## config.mk

```make
export PLATFORM = sky130hd
export DESIGN_NAME = text_line_annotator_core
export DESIGN_NICKNAME = d
export VERILOG_FILES = /design/src/sv/tla_pkg.sv /design/src/sv/tla_front.sv /design/src/sv/tla_queue.sv /design/src/sv/tla_back.sv /design/src/sv/text_line_annotator_core.sv
export SDC_FILE = /design/constraint.sdc
export NUM_CORES = 1
export LEC_CHECK = 0
export BUFFER_PORTS_ARGS = -buffer_cell sky130_fd_sc_hd__buf_4
export CORE_MARGIN = 2
export CORE_UTILIZATION = 58
export DETAILED_ROUTE_END_ITERATION = 10
export MAX_ROUTING_LAYER = met4
export PLACE_DENSITY = 0.75
export SKIP_LAST_GASP = 1
export SLEW_MARGIN = 15
export SYNTH_ARGS = -nofsm -noshare
export SYNTH_HDL_FRONTEND = slang
export SYNTH_SLANG_ARGS = --single-unit
```

## constraint.sdc

```tcl
create_clock -name i_clk -period 5.74 [get_ports i_clk]
set_clock_uncertainty 0.05 [all_clocks]
set_input_delay 0.574 -clock i_clk [delete_from_list [all_inputs] [get_ports i_clk]]
set_output_delay 0.574 -clock i_clk [all_outputs]
set_load 0.005 [all_outputs]
```

## src/sv/tla_pkg.sv

```systemverilog
// Shared types, character codes and sizes for the text line annotator.
package tla_pkg;

    // Sizes
    localparam int P_NUMBER_DIGITS = 6;
    localparam int P_QUEUE_DEPTH   = 4;
    localparam int MAX_BURST       = 11;
    localparam int BURST_W         = 4;
    localparam int CNT_DIGITS_MAX  = 6;
    localparam int BCD_W           = CNT_DIGITS_MAX * 4;
    localparam int CFG_IDX_W       = 3;

    localparam logic [BCD_W-1:0] BCD_ONE = BCD_W'(1);

    // Character codes
    localparam logic [7:0] CH_TAB    = 8'h09;
    localparam logic [7:0] CH_NL     = 8'h0A;
    localparam logic [7:0] CH_SPACE  = 8'h20;
    localparam logic [7:0] CH_DOLLAR = 8'h24;
    localparam logic [7:0] CH_DASH   = 8'h2D;
    localparam logic [7:0] CH_ZERO   = 8'h30;
    localparam logic [7:0] CH_QMARK  = 8'h3F;
    localparam logic [7:0] CH_CTRL   = 8'h40;
    localparam logic [7:0] CH_I      = 8'h49;
    localparam logic [7:0] CH_M      = 8'h4D;
    localparam logic [7:0] CH_CARET  = 8'h5E;
    localparam logic [7:0] CH_DEL    = 8'h7F;
    localparam logic [7:0] CH_META   = 8'h80;
    localparam logic [7:0] CH_META_END = 8'hA0;

    // Configuration register indices
    typedef enum logic [CFG_IDX_W-1:0] {
        REG_SQUEEZE_BLANK    = 3'd0,
        REG_NUMBER_NONBLANK  = 3'd1,
        REG_NUMBER_ALL       = 3'd2,
        REG_SHOW_ENDS        = 3'd3,
        REG_SHOW_TABS        = 3'd4,
        REG_SHOW_NONPRINTING = 3'd5
    } t_reg_idx;

    typedef struct packed {
        logic squeeze_blank;
        logic number_nonblank;
        logic number_all;
        logic show_ends;
        logic show_tabs;
        logic show_nonprinting;
    } t_cfg;

    // Prefix placed in front of the final character
    typedef enum logic [1:0] {
        PRE_NONE,
        PRE_CARET,
        PRE_META
    } t_prefix;

    typedef struct packed {
        logic [7:0] data_byte;
        logic       starts_file;
    } t_in_item;

    typedef struct packed {
        logic [7:0] out_char;
        logic       last_of_burst;
    } t_out_item;

    // One classified burst, as queued between front and back
    typedef struct packed {
        logic               num_en;
        logic [BCD_W-1:0]   digits;
        logic               dollar;
        t_prefix            prefix;
        logic [7:0]         ch;
        logic [BURST_W-1:0] len;
    } t_burst;

    typedef struct packed {
        logic full;
        logic empty;
    } t_q_stat;

endpackage

```

## src/sv/tla_front.sv

```systemverilog
// Front end: configuration, line state and classification of each input byte.
module tla_front import tla_pkg::*; #(
    parameter int NUMBER_DIGITS = P_NUMBER_DIGITS
) (
    input  logic                 i_clk,
    input  logic                 i_rst_n,
    input  logic                 i_cfg_we,
    input  logic [CFG_IDX_W-1:0] i_cfg_index,
    input  logic                 i_cfg_data,
    input  logic                 i_in_valid,
    output logic                 o_in_stall,
    input  t_in_item             i_in_data,
    input  t_q_stat              i_q_stat,
    output logic                 o_push,
    output t_burst               o_push_data
);

    localparam int CNT_DIGITS = (NUMBER_DIGITS < CNT_DIGITS_MAX) ? NUMBER_DIGITS
                                                                  : CNT_DIGITS_MAX;
    localparam int TOT_W  = $clog2(NUMBER_DIGITS + 7);
    localparam int CALC_W = (TOT_W > BURST_W) ? TOT_W : BURST_W;

    t_cfg             r_cfg;
    logic [BCD_W-1:0] r_bcd;
    logic             r_at_start;
    logic [1:0]       r_hist_len;
    logic             r_prev_nl;
    logic             r_pprev_nl;

    logic [BCD_W-1:0] n_bcd;
    logic             n_at_start;
    logic [1:0]       n_hist_len;
    logic             n_prev_nl;
    logic             n_pprev_nl;

    logic [7:0]       c;
    logic             accept;
    logic             is_nl;
    logic             vis;
    logic             squeeze;
    logic             num_en;
    logic             tab_shown;
    logic             dollar;
    logic             sat;
    logic             carry;
    logic [3:0]       dig;
    logic [BCD_W-1:0] bcd_inc;
    logic [7:0]       out_ch;
    t_prefix          prefix;
    logic [CALC_W-1:0] tot;

    // Effective line state after a file start
    logic [BCD_W-1:0] e_bcd;
    logic             e_at_start;
    logic [1:0]       e_hist_len;
    logic             e_prev_nl;
    logic             e_pprev_nl;

    assign c          = i_in_data.data_byte;
    assign accept     = i_in_valid && !i_q_stat.full;
    assign o_in_stall = i_q_stat.full;

    // Classification and next line state
    always_comb begin
        e_bcd      = i_in_data.starts_file ? BCD_ONE : r_bcd;
        e_at_start = i_in_data.starts_file ? 1'b1 : r_at_start;
        e_hist_len = i_in_data.starts_file ? 2'd0 : r_hist_len;
        e_prev_nl  = i_in_data.starts_file ? 1'b0 : r_prev_nl;
        e_pprev_nl = i_in_data.starts_file ? 1'b0 : r_pprev_nl;

        is_nl = (c == CH_NL);
        vis   = r_cfg.show_nonprinting || r_cfg.show_ends || r_cfg.show_tabs;

        squeeze = r_cfg.squeeze_blank && is_nl && (e_hist_len != 2'd0) && e_prev_nl &&
                  ((e_hist_len == 2'd1) || e_pprev_nl);

        // numbering decision
        num_en     = 1'b0;
        n_at_start = e_at_start;
        if (r_cfg.number_nonblank) begin
            num_en = e_at_start && !is_nl;
        end else if (r_cfg.number_all) begin
            num_en = e_at_start;
        end
        if (r_cfg.number_nonblank || r_cfg.number_all) begin
            n_at_start = is_nl ? 1'b1 : (num_en ? 1'b0 : e_at_start);
        end

        // decimal counter, saturating when its digits are all nine
        sat     = 1'b1;
        carry   = 1'b1;
        bcd_inc = e_bcd;
        for (int j = 0; j < CNT_DIGITS_MAX; j++) begin
            if (j < CNT_DIGITS) begin
                dig = e_bcd[j*4 +: 4];
                sat = sat && (dig == 4'd9);
                if (carry) begin
                    bcd_inc[j*4 +: 4] = (dig == 4'd9) ? 4'd0 : dig + 4'd1;
                end
                carry = carry && (dig == 4'd9);
            end else begin
                dig = 4'd0;
            end
        end
        n_bcd = (num_en && !sat) ? bcd_inc : e_bcd;

        dollar    = r_cfg.show_ends && is_nl;
        tab_shown = r_cfg.show_tabs && (c == CH_TAB);

        // caret and meta notation
        prefix = PRE_NONE;
        out_ch = c;
        if (tab_shown) begin
            prefix = PRE_CARET;
            out_ch = CH_I;
        end else if (vis && !is_nl && (c != CH_TAB)) begin
            if (c < CH_SPACE) begin
                prefix = PRE_CARET;
                out_ch = c + CH_CTRL;
            end else if (c == CH_DEL) begin
                prefix = PRE_CARET;
                out_ch = CH_QMARK;
            end else if ((c > CH_META) && (c < CH_META_END)) begin
                prefix = PRE_META;
                out_ch = c - CH_CTRL;
            end
        end

        // history of emitted characters; a shown tab leaves it alone
        n_hist_len = e_hist_len;
        n_prev_nl  = e_prev_nl;
        n_pprev_nl = e_pprev_nl;
        if (!tab_shown) begin
            n_pprev_nl = e_prev_nl;
            n_prev_nl  = is_nl;
            n_hist_len = (e_hist_len == 2'd2) ? 2'd2 : e_hist_len + 2'd1;
        end

        // burst length, capped
        tot = CALC_W'(1) + CALC_W'(dollar);
        if (num_en) begin
            tot = tot + CALC_W'(NUMBER_DIGITS + 1);
        end
        case (prefix)
            PRE_CARET: tot = tot + CALC_W'(1);
            PRE_META:  tot = tot + CALC_W'(3);
            default:   tot = tot;
        endcase

        o_push_data.num_en = num_en;
        o_push_data.digits = e_bcd;
        o_push_data.dollar = dollar;
        o_push_data.prefix = prefix;
        o_push_data.ch     = out_ch;
        o_push_data.len    = (tot > CALC_W'(MAX_BURST)) ? BURST_W'(MAX_BURST)
                                                        : tot[BURST_W-1:0];
    end

    assign o_push = accept && !squeeze;

    // Configuration registers
    always_ff @(posedge i_clk) begin
        if (!i_rst_n) begin
            r_cfg <= '0;
        end else if (i_cfg_we) begin
            case (t_reg_idx'(i_cfg_index))
                REG_SQUEEZE_BLANK:    r_cfg.squeeze_blank    <= i_cfg_data;
                REG_NUMBER_NONBLANK:  r_cfg.number_nonblank  <= i_cfg_data;
                REG_NUMBER_ALL:       r_cfg.number_all       <= i_cfg_data;
                REG_SHOW_ENDS:        r_cfg.show_ends        <= i_cfg_data;
                REG_SHOW_TABS:        r_cfg.show_tabs        <= i_cfg_data;
                REG_SHOW_NONPRINTING: r_cfg.show_nonprinting <= i_cfg_data;
                default:              r_cfg <= r_cfg;
            endcase
        end
    end

    // Line state; a squeezed newline changes nothing
    always_ff @(posedge i_clk) begin
        if (!i_rst_n) begin
            r_bcd      <= BCD_ONE;
            r_at_start <= 1'b1;
            r_hist_len <= 2'd0;
            r_prev_nl  <= 1'b0;
            r_pprev_nl <= 1'b0;
        end else if (o_push) begin
            r_bcd      <= n_bcd;
            r_at_start <= n_at_start;
            r_hist_len <= n_hist_len;
            r_prev_nl  <= n_prev_nl;
            r_pprev_nl <= n_pprev_nl;
        end
    end

endmodule

```

## src/sv/tla_queue.sv

```systemverilog
// Short burst queue between the front end and the back end.
module tla_queue import tla_pkg::*; #(
    parameter int DEPTH = P_QUEUE_DEPTH
) (
    input  logic    i_clk,
    input  logic    i_rst_n,
    input  logic    i_push,
    input  t_burst  i_push_data,
    input  logic    i_pop,
    output t_burst  o_head,
    output t_q_stat o_stat
);

    localparam int AW = (DEPTH > 1) ? $clog2(DEPTH) : 1;
    localparam int CW = $clog2(DEPTH + 1);

    t_burst          r_mem [DEPTH];
    logic [AW-1:0]   r_wr;
    logic [AW-1:0]   r_rd;
    logic [CW-1:0]   r_cnt;
    logic            do_push;
    logic            do_pop;

    assign o_stat.full  = (r_cnt == CW'(DEPTH));
    assign o_stat.empty = (r_cnt == '0);
    assign o_head       = r_mem[r_rd];

    assign do_push = i_push && !o_stat.full;
    assign do_pop  = i_pop && !o_stat.empty;

    // Storage
    always_ff @(posedge i_clk) begin
        if (do_push) begin
            r_mem[r_wr] <= i_push_data;
        end
    end

    // Pointers and fill count
    always_ff @(posedge i_clk) begin
        if (!i_rst_n) begin
            r_wr  <= '0;
            r_rd  <= '0;
            r_cnt <= '0;
        end else begin
            if (do_push) begin
                r_wr <= (r_wr == AW'(DEPTH - 1)) ? '0 : r_wr + AW'(1);
            end
            if (do_pop) begin
                r_rd <= (r_rd == AW'(DEPTH - 1)) ? '0 : r_rd + AW'(1);
            end
            case ({do_push, do_pop})
                2'b10:   r_cnt <= r_cnt + CW'(1);
                2'b01:   r_cnt <= r_cnt - CW'(1);
                default: r_cnt <= r_cnt;
            endcase
        end
    end

endmodule

```

## src/sv/tla_back.sv

```systemverilog
// Back end: walks the head burst, unless stalled, one character a cycle into the output register.
module tla_back import tla_pkg::*; #(
    parameter int NUMBER_DIGITS = P_NUMBER_DIGITS
) (
    input  logic      i_clk,
    input  logic      i_rst_n,
    input  t_burst    i_head,
    input  t_q_stat   i_q_stat,
    output logic      o_pop,
    output logic      o_out_valid,
    input  logic      i_out_stall,
    output t_out_item o_out_data
);

    localparam int CNT_DIGITS = (NUMBER_DIGITS < CNT_DIGITS_MAX) ? NUMBER_DIGITS
                                                                  : CNT_DIGITS_MAX;
    localparam int TOT_W  = $clog2(NUMBER_DIGITS + 7);
    localparam int CALC_W = (TOT_W > BURST_W) ? TOT_W : BURST_W;
    localparam int DIG_AW = $clog2(CNT_DIGITS_MAX);

    logic [BURST_W-1:0] r_pos;
    logic               r_out_valid;
    t_out_item          r_out;

    logic               load;
    logic               last;
    logic [CALC_W-1:0]  p;
    logic [CALC_W-1:0]  nlen;
    logic [CALC_W-1:0]  rem;
    logic [CALC_W-1:0]  j;
    logic               hz;
    logic [3:0]         dig;
    logic [7:0]         dch [CNT_DIGITS_MAX];
    logic [7:0]         ch;

    assign load  = !i_q_stat.empty && (!r_out_valid || !i_out_stall);
    assign last  = (r_pos == i_head.len - BURST_W'(1));
    assign o_pop = load && last;

    // Digit characters, leading zeros blanked but for the units digit
    always_comb begin
        hz = 1'b1;
        for (int k = CNT_DIGITS_MAX - 1; k >= 0; k--) begin
            dig = i_head.digits[k*4 +: 4];
            if (k < CNT_DIGITS) begin
                hz = hz && (dig == 4'd0);
                dch[k] = (hz && (k != 0)) ? CH_SPACE : CH_ZERO + {4'd0, dig};
            end else begin
                dch[k] = CH_SPACE;
            end
        end
    end

    // Character at the current position of the burst
    always_comb begin
        p    = CALC_W'(r_pos);
        nlen = i_head.num_en ? CALC_W'(NUMBER_DIGITS + 1) : '0;
        rem  = p - nlen - CALC_W'(i_head.dollar);
        j    = CALC_W'(NUMBER_DIGITS - 1) - p;
        ch   = i_head.ch;
        if (p < nlen) begin
            if (p < CALC_W'(NUMBER_DIGITS)) begin
                ch = (j < CALC_W'(CNT_DIGITS)) ? dch[j[DIG_AW-1:0]] : CH_SPACE;
            end else begin
                ch = CH_TAB;
            end
        end else if (i_head.dollar && (p == nlen)) begin
            ch = CH_DOLLAR;
        end else begin
            case (i_head.prefix)
                PRE_CARET: ch = (rem == '0) ? CH_CARET : i_head.ch;
                PRE_META: begin
                    if (rem == '0) begin
                        ch = CH_M;
                    end else if (rem == CALC_W'(1)) begin
                        ch = CH_DASH;
                    end else if (rem == CALC_W'(2)) begin
                        ch = CH_CARET;
                    end else begin
                        ch = i_head.ch;
                    end
                end
                default:   ch = i_head.ch;
            endcase
        end
    end

    // Output register and burst position
    always_ff @(posedge i_clk) begin
        if (!i_rst_n) begin
            r_out_valid <= 1'b0;
            r_pos       <= '0;
        end else if (load) begin
            r_out_valid <= 1'b1;
            r_pos       <= last ? '0 : r_pos + BURST_W'(1);
        end else if (!i_out_stall) begin
            r_out_valid <= 1'b0;
        end
    end

    always_ff @(posedge i_clk) begin
        if (load) begin
            r_out.out_char      <= ch;
            r_out.last_of_burst <= last;
        end
    end

    assign o_out_valid = r_out_valid;
    assign o_out_data  = r_out;

endmodule

```

## src/sv/text_line_annotator_core.sv

```systemverilog
// Text line annotator: byte stream in, annotated character bursts out.
//
// Input channel: i_in_valid / o_in_stall carry one byte and a file-start flag.
// Output channel: o_out_valid / i_out_stall carry one character per
// transaction; last_of_burst marks the final character caused by a byte.
// A squeezed newline is accepted and gives no output at all.
// Configuration is a plain write port (i_cfg_we, i_cfg_index, i_cfg_data);
// the user must write it only while the block is idle; not enforced here.
// An accepted byte's burst is registered in the burst queue and its first
// character then in the back-end output register. Throughput: one byte per
// cycle while each burst is one character and the output is not stalled;
// longer bursts are paced by the one-character-a-cycle output register.
// A four-entry burst queue lets the front keep taking bytes while the
// back end drains a longer burst or the receiver stalls; the input stalls
// only when that queue is full.
// Synchronous reset clears the configuration, sets the line number to one,
// empties the history and the queue and drops any pending output.
module text_line_annotator_core import tla_pkg::*; #(
    parameter int NUMBER_DIGITS = P_NUMBER_DIGITS,
    parameter int QUEUE_DEPTH   = P_QUEUE_DEPTH
) (
    input  logic                 i_clk,
    input  logic                 i_rst_n,
    input  logic                 i_cfg_we,
    input  logic [CFG_IDX_W-1:0] i_cfg_index,
    input  logic                 i_cfg_data,
    input  logic                 i_in_valid,
    output logic                 o_in_stall,
    input  t_in_item             i_in_data,
    output logic                 o_out_valid,
    input  logic                 i_out_stall,
    output t_out_item            o_out_data
);

    logic    q_push;
    t_burst  q_push_data;
    logic    q_pop;
    t_burst  q_head;
    t_q_stat q_stat;

    // Classification
    tla_front #(
        .NUMBER_DIGITS (NUMBER_DIGITS)
    ) u_front (
        .i_clk       (i_clk),
        .i_rst_n     (i_rst_n),
        .i_cfg_we    (i_cfg_we),
        .i_cfg_index (i_cfg_index),
        .i_cfg_data  (i_cfg_data),
        .i_in_valid  (i_in_valid),
        .o_in_stall  (o_in_stall),
        .i_in_data   (i_in_data),
        .i_q_stat    (q_stat),
        .o_push      (q_push),
        .o_push_data (q_push_data)
    );

    // Burst queue
    tla_queue #(
        .DEPTH (QUEUE_DEPTH)
    ) u_queue (
        .i_clk       (i_clk),
        .i_rst_n     (i_rst_n),
        .i_push      (q_push),
        .i_push_data (q_push_data),
        .i_pop       (q_pop),
        .o_head      (q_head),
        .o_stat      (q_stat)
    );

    // Serialisation
    tla_back #(
        .NUMBER_DIGITS (NUMBER_DIGITS)
    ) u_back (
        .i_clk       (i_clk),
        .i_rst_n     (i_rst_n),
        .i_head      (q_head),
        .i_q_stat    (q_stat),
        .o_pop       (q_pop),
        .o_out_valid (o_out_valid),
        .i_out_stall (i_out_stall),
        .o_out_data  (o_out_data)
    );

`ifndef SYNTHESIS
    // Queue cannot be full and empty at once
    a_q_consistent: assert property (@(posedge i_clk) disable iff (!i_rst_n)
        !(q_stat.full && q_stat.empty))
        else $error("burst queue full and empty together");

    // Output only starts from a queued burst
    a_out_source: assert property (@(posedge i_clk) disable iff (!i_rst_n)
        $rose(o_out_valid) |-> $past(!q_stat.empty))
        else $error("output valid without a queued burst");

    // Retiring a burst leaves its final character in the output register
    a_pop_last: assert property (@(posedge i_clk) disable iff (!i_rst_n)
        q_pop |=> (o_out_valid && o_out_data.last_of_burst))
        else $error("burst retired without its final character");

    // Reset drops pending output
    a_reset_clear: assert property (@(posedge i_clk)
        !i_rst_n |=> !o_out_valid)
        else $error("output valid after reset");
`endif

endmodule
```

==> After elaboration in Yosys (flattened, before gate mapping) <==
Memories as Yosys holds them, arrays and structs flattened. A register that Yosys moved wholly into a read port is not among the register bits.
Index checks and enable logic that the tools add are counted.
{ "word_totals": {"inputBits": 18, "n_memories": 1, "register_bits": 56, "word_cells": 209, "output_inout_bits": 11, "ramBits": 160} }
{ "memory_table": {"columns": ["name", "depth", "word_bits", "rd", "rd_ports_with_merged_regs", "wr", "line", "text"], "rows": [
  ["u_queue.r_mem", 4, 40, 1, 1, 1, "tla_queue.sv:17", "t_burst r_mem [DEPTH];"]
]} }
{ "op_classes": {"n_lt_le_gt_ge": 8, "muxes": 67, "eq_ne": 31, "n_reduce_logical": 55, "bitwise": 1, "add_sub_neg": 28} }
{ "ops": {"columns": ["op", "count"], "rows": [
  ["8-bit two-way mux", 20],
  ["4-bit two-way mux", 14],
  ["24-bit two-way mux", 2],
  ["6-bit by 4-bit adder with 7-bit output (first input constant)", 6],
  ["4-bit by 1-bit adder with 4-bit output (second input constant)", 8],
  ["1-bit logical AND", 27],
  ["8-bit binary-select mux with 3-bit select", 1],
  ["4-bit == test (second input constant)", 6],
  ["4-bit zero test", 6],
  ["2-bit two-way mux", 12],
  ["8-bit by 4-bit == test with 1-bit output (second input constant)", 2],
  ["8-bit one-hot mux with 2 select lines", 1],
  ["1-bit two-way mux", 14],
  ["2-bit == test (second input constant)", 6],
  ["2-bit AND reduction", 6],
  ["3-bit == test (second input constant)", 3],
  ["8-bit by 7-bit adder with 8-bit output (second input constant)", 1],
  ["2-bit by 1-bit == test with 1-bit output (second input constant)", 4],
  ["4-bit == test", 2],
  ["8-bit by 7-bit == test with 1-bit output (second input constant)", 1],
  ["8-bit > comparator (second input constant)", 1],
  ["4-bit by 3-bit less-than comparator with 1-bit output (second input constant)", 2],
  ["8-bit by 6-bit less-than comparator with 1-bit output (second input constant)", 1],
  ["8-bit less-than comparator (second input constant)", 1],
  ["28 further kinds", 43]
]} }

==> Logic depth before layout (Yosys ltp) <==
Gate-level depths: netlist of run 1.
{ "logic_depth": {"depth_word": 12, "mapped_depth": 17, "mapped_depth_nobuf": 13} }

==> By module <==
Synthesis of run 1 repeated with hierarchy kept, for this count alone.
{ "unflattened": {"cells_unflattened": 810, "area_unflattened_um2": 10772.8} }
{ "by_module_without_submodules": {"columns": ["module", "instances", "area_each_um2", "seq_area_each_um2", "cells_each"], "rows": [
  ["tla_queue", 1, 6311.1, 4984.8, 265],
  ["tla_front", 1, 2857.7, 700.7, 366],
  ["tla_back", 1, 1604.0, 370.4, 179]
]} }

==> Worst setup path after synthesis of run 1 <==
No wires, ideal clock.
{ "synth_path": {"path_kind": "flip-flop to flip-flop", "startpoint": "register (tool-made name)", "endpoint": "register u_back.r_out, in the netlist u_back.o_out_data[1], data pin", "n_path_buf": 5, "path_stages_with_launch": 15, "setup_slack_ps": 1467, "arrival_ps": 3958, "period_less_slack_ps": 4273, "setup_ps": 265, "t_required_ps": 5425, "path_cell_list": "dfxtp_1 buf_6 buf_6 buf_4 buf_2 mux4_2 inv_1 fa_1 ha_1 xnor2_1 or4b_1 clkbuf_1 o311ai_0 o22a_1 o211ai_1"} }
{ "synth_lines": {"columns": ["element", "line", "text"], "rows": [
  ["end, declared", "tla_back.sv:23", "t_out_item r_out;"]
]} }

==> impl_results.md, run 1 <==
- Area share of fa/ha/maj cells after synthesis: 0.04346
- Total CTS buffers: 23
- Top_reg_cell synth: edfxtp_1
- Largest family of logic cells by synthesized area: simple AND/OR/NAND/NOR gates
- Final hold slack: around 280 ps
- PortBufs: 28
- Crit Path Class: flip-flop to flip-flop
- Slew headroom: 0.2684
- Synth unique cells: 76
- Max Fclk: 0.2473 GHz
- Core ar.: roughly 0.017 mm^2
- Io pins: 29
- Post-synthesis mux area share: 0.1042
- Least-Margin Pin Slew: 1097 ps
- Post-Syn Nets: 839
- WL per Instance: between 20 and 25 um
- Starting Density: 0.5971
- Gr usage total: 0.2550
- Clk pin slew, worst setup/hold paths: ~60 ps
- Final setup margin: around 1700 ps
- Fraction of layout cells with a size suffix above 1: 0.1514
- FILL cells: roughly 1200
- Crit path capture type: flip-flop
- Post-DP HPWL: 14690 um
- Post-Route WL: 22460 um
- Die Wd: between 100 and 150 um
- Peak supply drop: approximately 300 uV
- Worst reg2reg path depth: 12
- DR pass1 iterations: 5
- H-Tree Level Count: 1
- CTS tree: yes
- Setup TNS: 0 ps
- Post-Synth XOR/XNOR Area: 0.01437
- First-pass GRT wire length: between 30000 and 40000 um
- DRT iter0 DRCs: around 550
- Layout overhead on the synthesized area: 9.997%
- Root buffer cell: clkbuf_16
- Post-CTS Setup Bufs: 0
- Post-route antenna net violation count: 0
- Number of synthesized flops with an enable pin: 169
- Final period util: 0.7046
- Leak: about 4 nW
- Final setup fails: 0
- Sink Count: roughly 220
- Seq cells post-synth: around 220
- Max-Cap Viols: 0
- R2r endpoint: u_queue.r_cnt[2]
- Vert. Die Dim: around 140 um
- Gpl congestion: 0.8512
- Pre-CTS setup slack: 1480 ps
- Pwr Total: about 0.0042 W
- Pwr Density: approximately 370 mW/mm^2
- Mapped Area: just over 0.01 mm^2
- Post-CTS sizing: 0
- Fin. Hold Viols: 0
- DIE AREA: ~0.019 mm^2
- Crit path to: u_queue.r_cnt[2]
- Synthesis Warnings: 0
- R2R Setup Slk: 1700 ps
- Syn_area_per_cell: around 13 um^2
- Synth Area in Compound Gates: 0.08922
- Async S/R FF share, synth: 0
- Total grt overflow: 0
- Vias in the first global route: around 6500
- Final nets: approximately 850
- Status: finished clean
- Worst EP required: about 6100 ps
- Tightest Hold Check Type: input pin to flip-flop
- Clock Latency Late Sink: slightly above 500 ps
- Via count: around 6700
- Min Clock Period, post-route: ~4000 ps
- Setup crit start kind: flip-flop
- RSZ-0062 raised after global routing: false
- Register area share after synthesis: 0.5843
- Row count: 48
- Crit-path max FO: 19
- Max-slew violation count: 0
- CTS Hold Bufs: 0
- Start point of the worst hold path: i_in_data[5]
- Largest net degree at the start of global routing: 47
- Data arrival, critical path: about 4400 ps
- Initial antenna violation count: 0
- N_diodes: 0
- Vias/cell: 6.371
- Instance count of the mapped netlist: slightly below 800
- Synth Area in Simple Gates: 0.1304
- Clock buffer depth: 3
- # DRC: 0
[registers in the layout (all words and copies together) (netlist names), named ones only]
signal and cells:
u_front.r_prev_nl 1, u_front.r_at_start 1, u_back.p 4, u_front.r_bcd 24, u_back.o_out_valid 1, u_front.r_pprev_nl 1
u_queue.r_cnt 3, u_queue.r_wr 2, u_back.o_out_data 9, u_front.r_hist_len 2, u_queue.r_rd 2, u_front.r_cfg 6
u_queue.r_mem 160
[power breakdown]
| group | internal [W] | switching, W |
|---|---|---|
| clock network | 0.000834 | 0.000589 |
| registers | 0.00183 | 0.0000765 |
| logic | 0.000384 | 0.000506 |
| total | 0.00305 | 0.00117 |
[logic make-up (layout without fill, tap and decap cells)]
logic type,Yosys count,in the layout
xor gates and xnor gates,17,17
and+or+nand+nor,247,247
AOI/OAI and AO/OA,140,140
muxes,54,54
DFF,218,218
adders and majority gates,34,34
buffers and inverters,79,109
[cell usage after synthesis (5+ instances only)]
| master | instances | area (um^2) |
|---|---|---|
| mux4_2 | 43 | 968.4 |
| nand4_1 | 13 | 81.33 |
| nor3_1 | 16 | 80.08 |
| or4_1 | 7 | 52.55 |
| buf_2 | 10 | 50.05 |
| buf_6 | 5 | 56.30 |
| edfxtp_1 | 169 | 5075 |
| a21o_1 | 5 | 37.54 |
| nand2_1 | 62 | 232.7 |
| nor2b_1 | 22 | 137.6 |
| and3_1 | 7 | 43.79 |
| and2_1 | 10 | 62.56 |
| a22oi_1 | 7 | 52.55 |
| xor2_1 | 5 | 43.79 |
| clkbuf_1 | 22 | 82.58 |
| and4_1 | 5 | 43.79 |
| nor2_1 | 47 | 176.4 |
| or3_1 | 6 | 37.54 |
| nor3b_1 | 7 | 52.55 |
| nand3_1 | 13 | 65.06 |
| dfxtp_1 | 49 | 980.9 |
| xnor2_1 | 12 | 105.1 |
| o21ai_0 | 33 | 165.2 |
| nor4_1 | 7 | 43.79 |
| mux2i_1 | 10 | 100.1 |
| o21a_1 | 5 | 37.54 |
| a31oi_1 | 17 | 106.4 |
| ha_1 | 28 | 350.3 |
| a21oi_1 | 31 | 155.2 |
| inv_1 | 33 | 123.9 |
[worst max-delay path, stage by stage, from the launching register on]
cell and delay (ps):
dfxtp_2 520, buf_4 340, buf_4 410, mux4_2 620
xnor2_1 160, nor3_1 210, and3b_1 320, ha_1 240
inv_1 60, fa_1 370, xor2_1 150, or3_1 300
a21oi_1 160
[cells in the final DEF, fill, tap and decap left out, types with 4 or more instances in the layout]
cell / n
nand3_1: 13
clkbuf_16: 23
xnor2_1: 12
ha_1: 28
edfxtp_1: 169
xor2_1: 5
nand2b_1: 4
dfxtp_1: 48
and3_1: 7
a21o_1: 5
nor2_1: 47
o22ai_1: 4
buf_4: 32
fa_1: 4
inv_1: 32
and4_1: 5
nor2b_1: 22
a21oi_1: 31
a31oi_1: 17
mux2i_1: 10
or4_1: 7
nand4_1: 13
a22oi_1: 7
nand2_1: 62
nor3b_1: 7
clkinv_1: 10
or3_1: 6
and2_1: 6
and2_2: 4
o31ai_1: 4
nor4_1: 7
mux4_2: 43
nor3_1: 16
o21ai_0: 33
o21a_1: 5
[per-stage QoR]
step / util / cells / area, um^2
5_1_grt: 0.6568 / 1044 / 11400
3_5_place_dp: 0.6153 / 1004 / 10680
6_report: 0.6568 / 1044 / 11400
2_1_floorplan: - / 789 / 10360
4_1_cts: 0.6568 / 1044 / 11400
3_3_place_gp: 0.6153 / 1004 / 10680
[worst min path at each step]
stage                                     end  cells past startpoint  slack (ps)
after detailed placement   u_back.o_out_valid                      2         420
after floorplan              u_front.r_bcd[1]                      2         390
after global placement     u_back.o_out_valid                      2         410
after global routing      u_queue.r_mem[2][7]                      1         270
final                     u_queue.r_mem[0][8]                      1         280
after CTS                 u_queue.r_mem[0][7]                      1         260
[cell type report]
cell class / count / area, um^2 / share of cell area
clock inverter: 14 / 122.6 / 0.01076
timing repair buffer: 32 / 240.2 / 0.02107
clock buffer: 26 / 596.8 / 0.05235
multi-input combinational: 492 / 3960 / 0.3474
inverter: 37 / 141.4 / 0.01240
tap: 225 / 281.5 / 0.02470
sequential: 218 / 6057 / 0.5313
[routing by layer]
layer / up-vias / track usage / wire length, um
met5: - / - / 0
met4: 0 / 0.07331 / 520
met3: 38 / 0.03569 / 1547
met2: 250 / 0.3999 / 10860
met1: 3300 / 0.3534 / 9538
li1: 3063 / - / -
Power figures use the tool's default switching activity.
==> inputs of run 2 (changes only) <==
- CORE_UTILIZATION: 58 -> 56
- PLACE_DENSITY: 0.75 -> 0.76
- clock period: 5.74 -> 3.35 ns (I/O delays scaled with it)
==> run 2 against run 1 <==
  * The run now ends with DRC left
  * Global-route usage is 1.9 points lower
  * Total power is 86% higher
  * Sequential power up 69%
  * Routed wire length decreased by 0.64%
  * Critical path type unchanged
  * Critical endpoint is now u_back.o_out_data[6]
  * Largest cell class unchanged
==> impl_results.md, run 2 (synthesis results as in run 1) <==
- Max incr delay on CP: approximately 560 ps
- Largest net degree at the start of global routing: 46
- Core ar.: about 0.018 mm^2
- # DRC: 3
- Min Clock Period, post-route: between 3000 and 4000 ps
- Crit path capture type: flip-flop
- Crit Path Class: flip-flop to flip-flop
- Layout overhead on the synthesized area: 14.05%
- Slew headroom: 0.2584
- Data arrival, critical path: ~3500 ps
- First-pass GRT wire length: approximately 36000 um
- Setup TNS: 0 ps
- Max Fclk: slightly above 0.3 GHz
- Root buffer cell: clkbuf_16
- Clock Latency Late Sink: 510 ps
- Crit-path max FO: 6
- Largest delay share family, worst path: simple AND/OR/NAND/NOR gates
- Top reg by flops: u_queue.r_mem
- Final nets: ~880
- Pwr Density: about 660 mW/mm^2
- Sink Count: roughly 220
- Worst EP required: between 3000 and 4000 ps
- Total grt overflow: 0
- Gr usage total: 0.2361
- Peak supply drop: ~440 uV
- Hold path cells: 1
- RSZ-0062 raised after global routing: true
- Violated checks: DRC
- Final hold slack: 12.86 ps
- N_diodes: 0
- DIE AREA: approximately 0.020 mm^2
- Die Wd: 140.0 um
- PortBufs: 28
- Final setup fails: 0
- Max reg flops: 160
- Commonest cells after routing, fill and taps aside: edfxtp_1 (169), nand2_1 (62), buf_4 (50), dfxtp_1 (48), nor2_1 (46)
- Vert. Die Dim: around 140 um
- Fraction of layout cells with a size suffix above 1: 0.1979
- Via count: between 6000 and 7000
- FILL cells: between 1000 and 1500
- Most used cell, CP: o21a_1
- DR pass1 iterations: 10
- H-Tree Level Count: 1
- Most common cell after layout, fill and taps aside: edfxtp_1
- Hold Path End: u_queue.r_mem[3][7]
- Final period util: 0.9784
- Total CTS buffers: 24
- Max-Cap Viols: 0
- Starting Density: 0.5730
- Gpl congestion: around 0.89
- Fin. Hold Viols: 0
- Start point of the worst hold path: i_in_data[4]
- Clock buffer depth: 3
- Vias in the first global route: ~6600
- WL per Instance: approximately 21 um
- Worst-path cell chain: mux4_2, inv_4, fa_2, inv_2, ha_4, o21a_1, nor4_1, or4b_4, o21a_1, o21ai_1, a41oi_1
- Post-Route WL: between 20000 and 25000 um
- R2r endpoint: u_back.o_out_data[6]
- Status: finished with violations
- Io pins: 29
- R2R Setup Slk: slightly above 70 ps
- Max-slew violation count: 0
- Bufs and invs on worst path: 2
- DRT iter0 DRCs: 624
- Post-route antenna net violation count: 0
- Clk pin slew, worst setup/hold paths: roughly 60 ps
- Leak: a little over 4 nW
- Worst reg2reg path depth: 11
- Cell with the largest stage delay on the worst path: or4b_4
- Post-DP HPWL: approximately 15000 um
- Least-Margin Pin Slew: roughly 1100 ps
- CTS tree: yes
- Initial antenna violation count: 0
- Vias/cell: ~6.3
- Setup crit start kind: flip-flop
- Row count: ~50
- Tightest Hold Check Type: input pin to flip-flop
-- run 2: cell types whose count changed in the layout (fill, tap and decap cells not counted), moves of 3 or more --
cell | previous run | this run
bufinv_16 | 2 | 5
clkinv_1 | 10 | 4
clkbuf_1 | 2 | 6
o21ai_0 | 33 | 30
ha_4 | 0 | 3
buf_4 | 32 | 50
ha_1 | 28 | 25
inv_1 | 32 | 29
-- run 2: cell type report --
| class | count | area [um^2] | area share |
|---|---|---|---|
| clock buffers | 33 | 675.6 | 0.05716 |
| clock inverters | 11 | 192.7 | 0.01630 |
| inverters | 37 | 143.9 | 0.01217 |
| multi-input cells | 492 | 4045 | 0.3422 |
| flip-flops and latches | 218 | 6060 | 0.5126 |
| well taps | 229 | 286.5 | 0.02424 |
| repair buffers | 53 | 416.7 | 0.03525 |
-- run 2: worst max-delay path by stage --
stage,depth (start not counted),endpoint,from,slack [ps]
4_1_cts,14,u_queue.r_cnt[2],flip-flop,-10
3_3_place_gp,14,u_queue.r_cnt[2],flip-flop,80
3_5_place_dp,14,u_queue.r_cnt[2],flip-flop,-50
5_1_grt,10,u_back.o_out_data[6],flip-flop,-10
6_report,11,u_back.o_out_data[6],flip-flop,70
2_1_floorplan,16,u_back.o_out_data[1],flip-flop,-400
-- run 2: metal layers --
layer | track usage | wire length, um | vias to the layer above
li1 | - | - | 3110
met5 | - | 0 | -
met2 | 0.3816 | 11170 | 262
met3 | 0.02940 | 1232 | 35
met4 | 0.05742 | 386 | 0
met1 | 0.3249 | 9529 | 3404
-- run 2: timing repair --
item                                    CTS  global route
pin swaps                                 0             5
endpoints found under the hold margin     4             0
endpoints found under the setup margin    3            11
resized for setup                         3            16
hold buffers                              1             0
buffers inserted                          1             1
-- run 2: worst reg2reg max path, stage by stage (launching register included) --
cell and delay, ps:
dfxtp_4 370, mux4_2 550, inv_4 90, fa_2 470, inv_2 90, ha_4 150
o21a_1 140, nor4_1 70, or4b_4 570, o21a_1 190, o21ai_1 130, a41oi_1 140
-- run 2: metrics by stage --
step	power, W	util	worst slack (ps)	area [um^2]	instances
after floorplan	0.004444	-	-399.8	10440	789
after global placement	0.004861	0.6004	80.25	10860	1026
after detailed placement	0.004941	0.6004	-50.55	10860	1026
after CTS	0.007775	0.6497	-10.47	11750	1072
after global routing	0.008130	0.6535	-12.66	11820	1073
final	0.007825	0.6535	72.26	11820	1073
-- run 2: report_power, final --
part / leakage (nW) / switching, W / internal [W]
logic: 1.69 / 0.000994 / 0.000780
registers: 2.03 / 0.0000827 / 0.00313
clock network: 0.421 / 0.00103 / 0.00180
total: 4.14 / 0.00211 / 0.00571
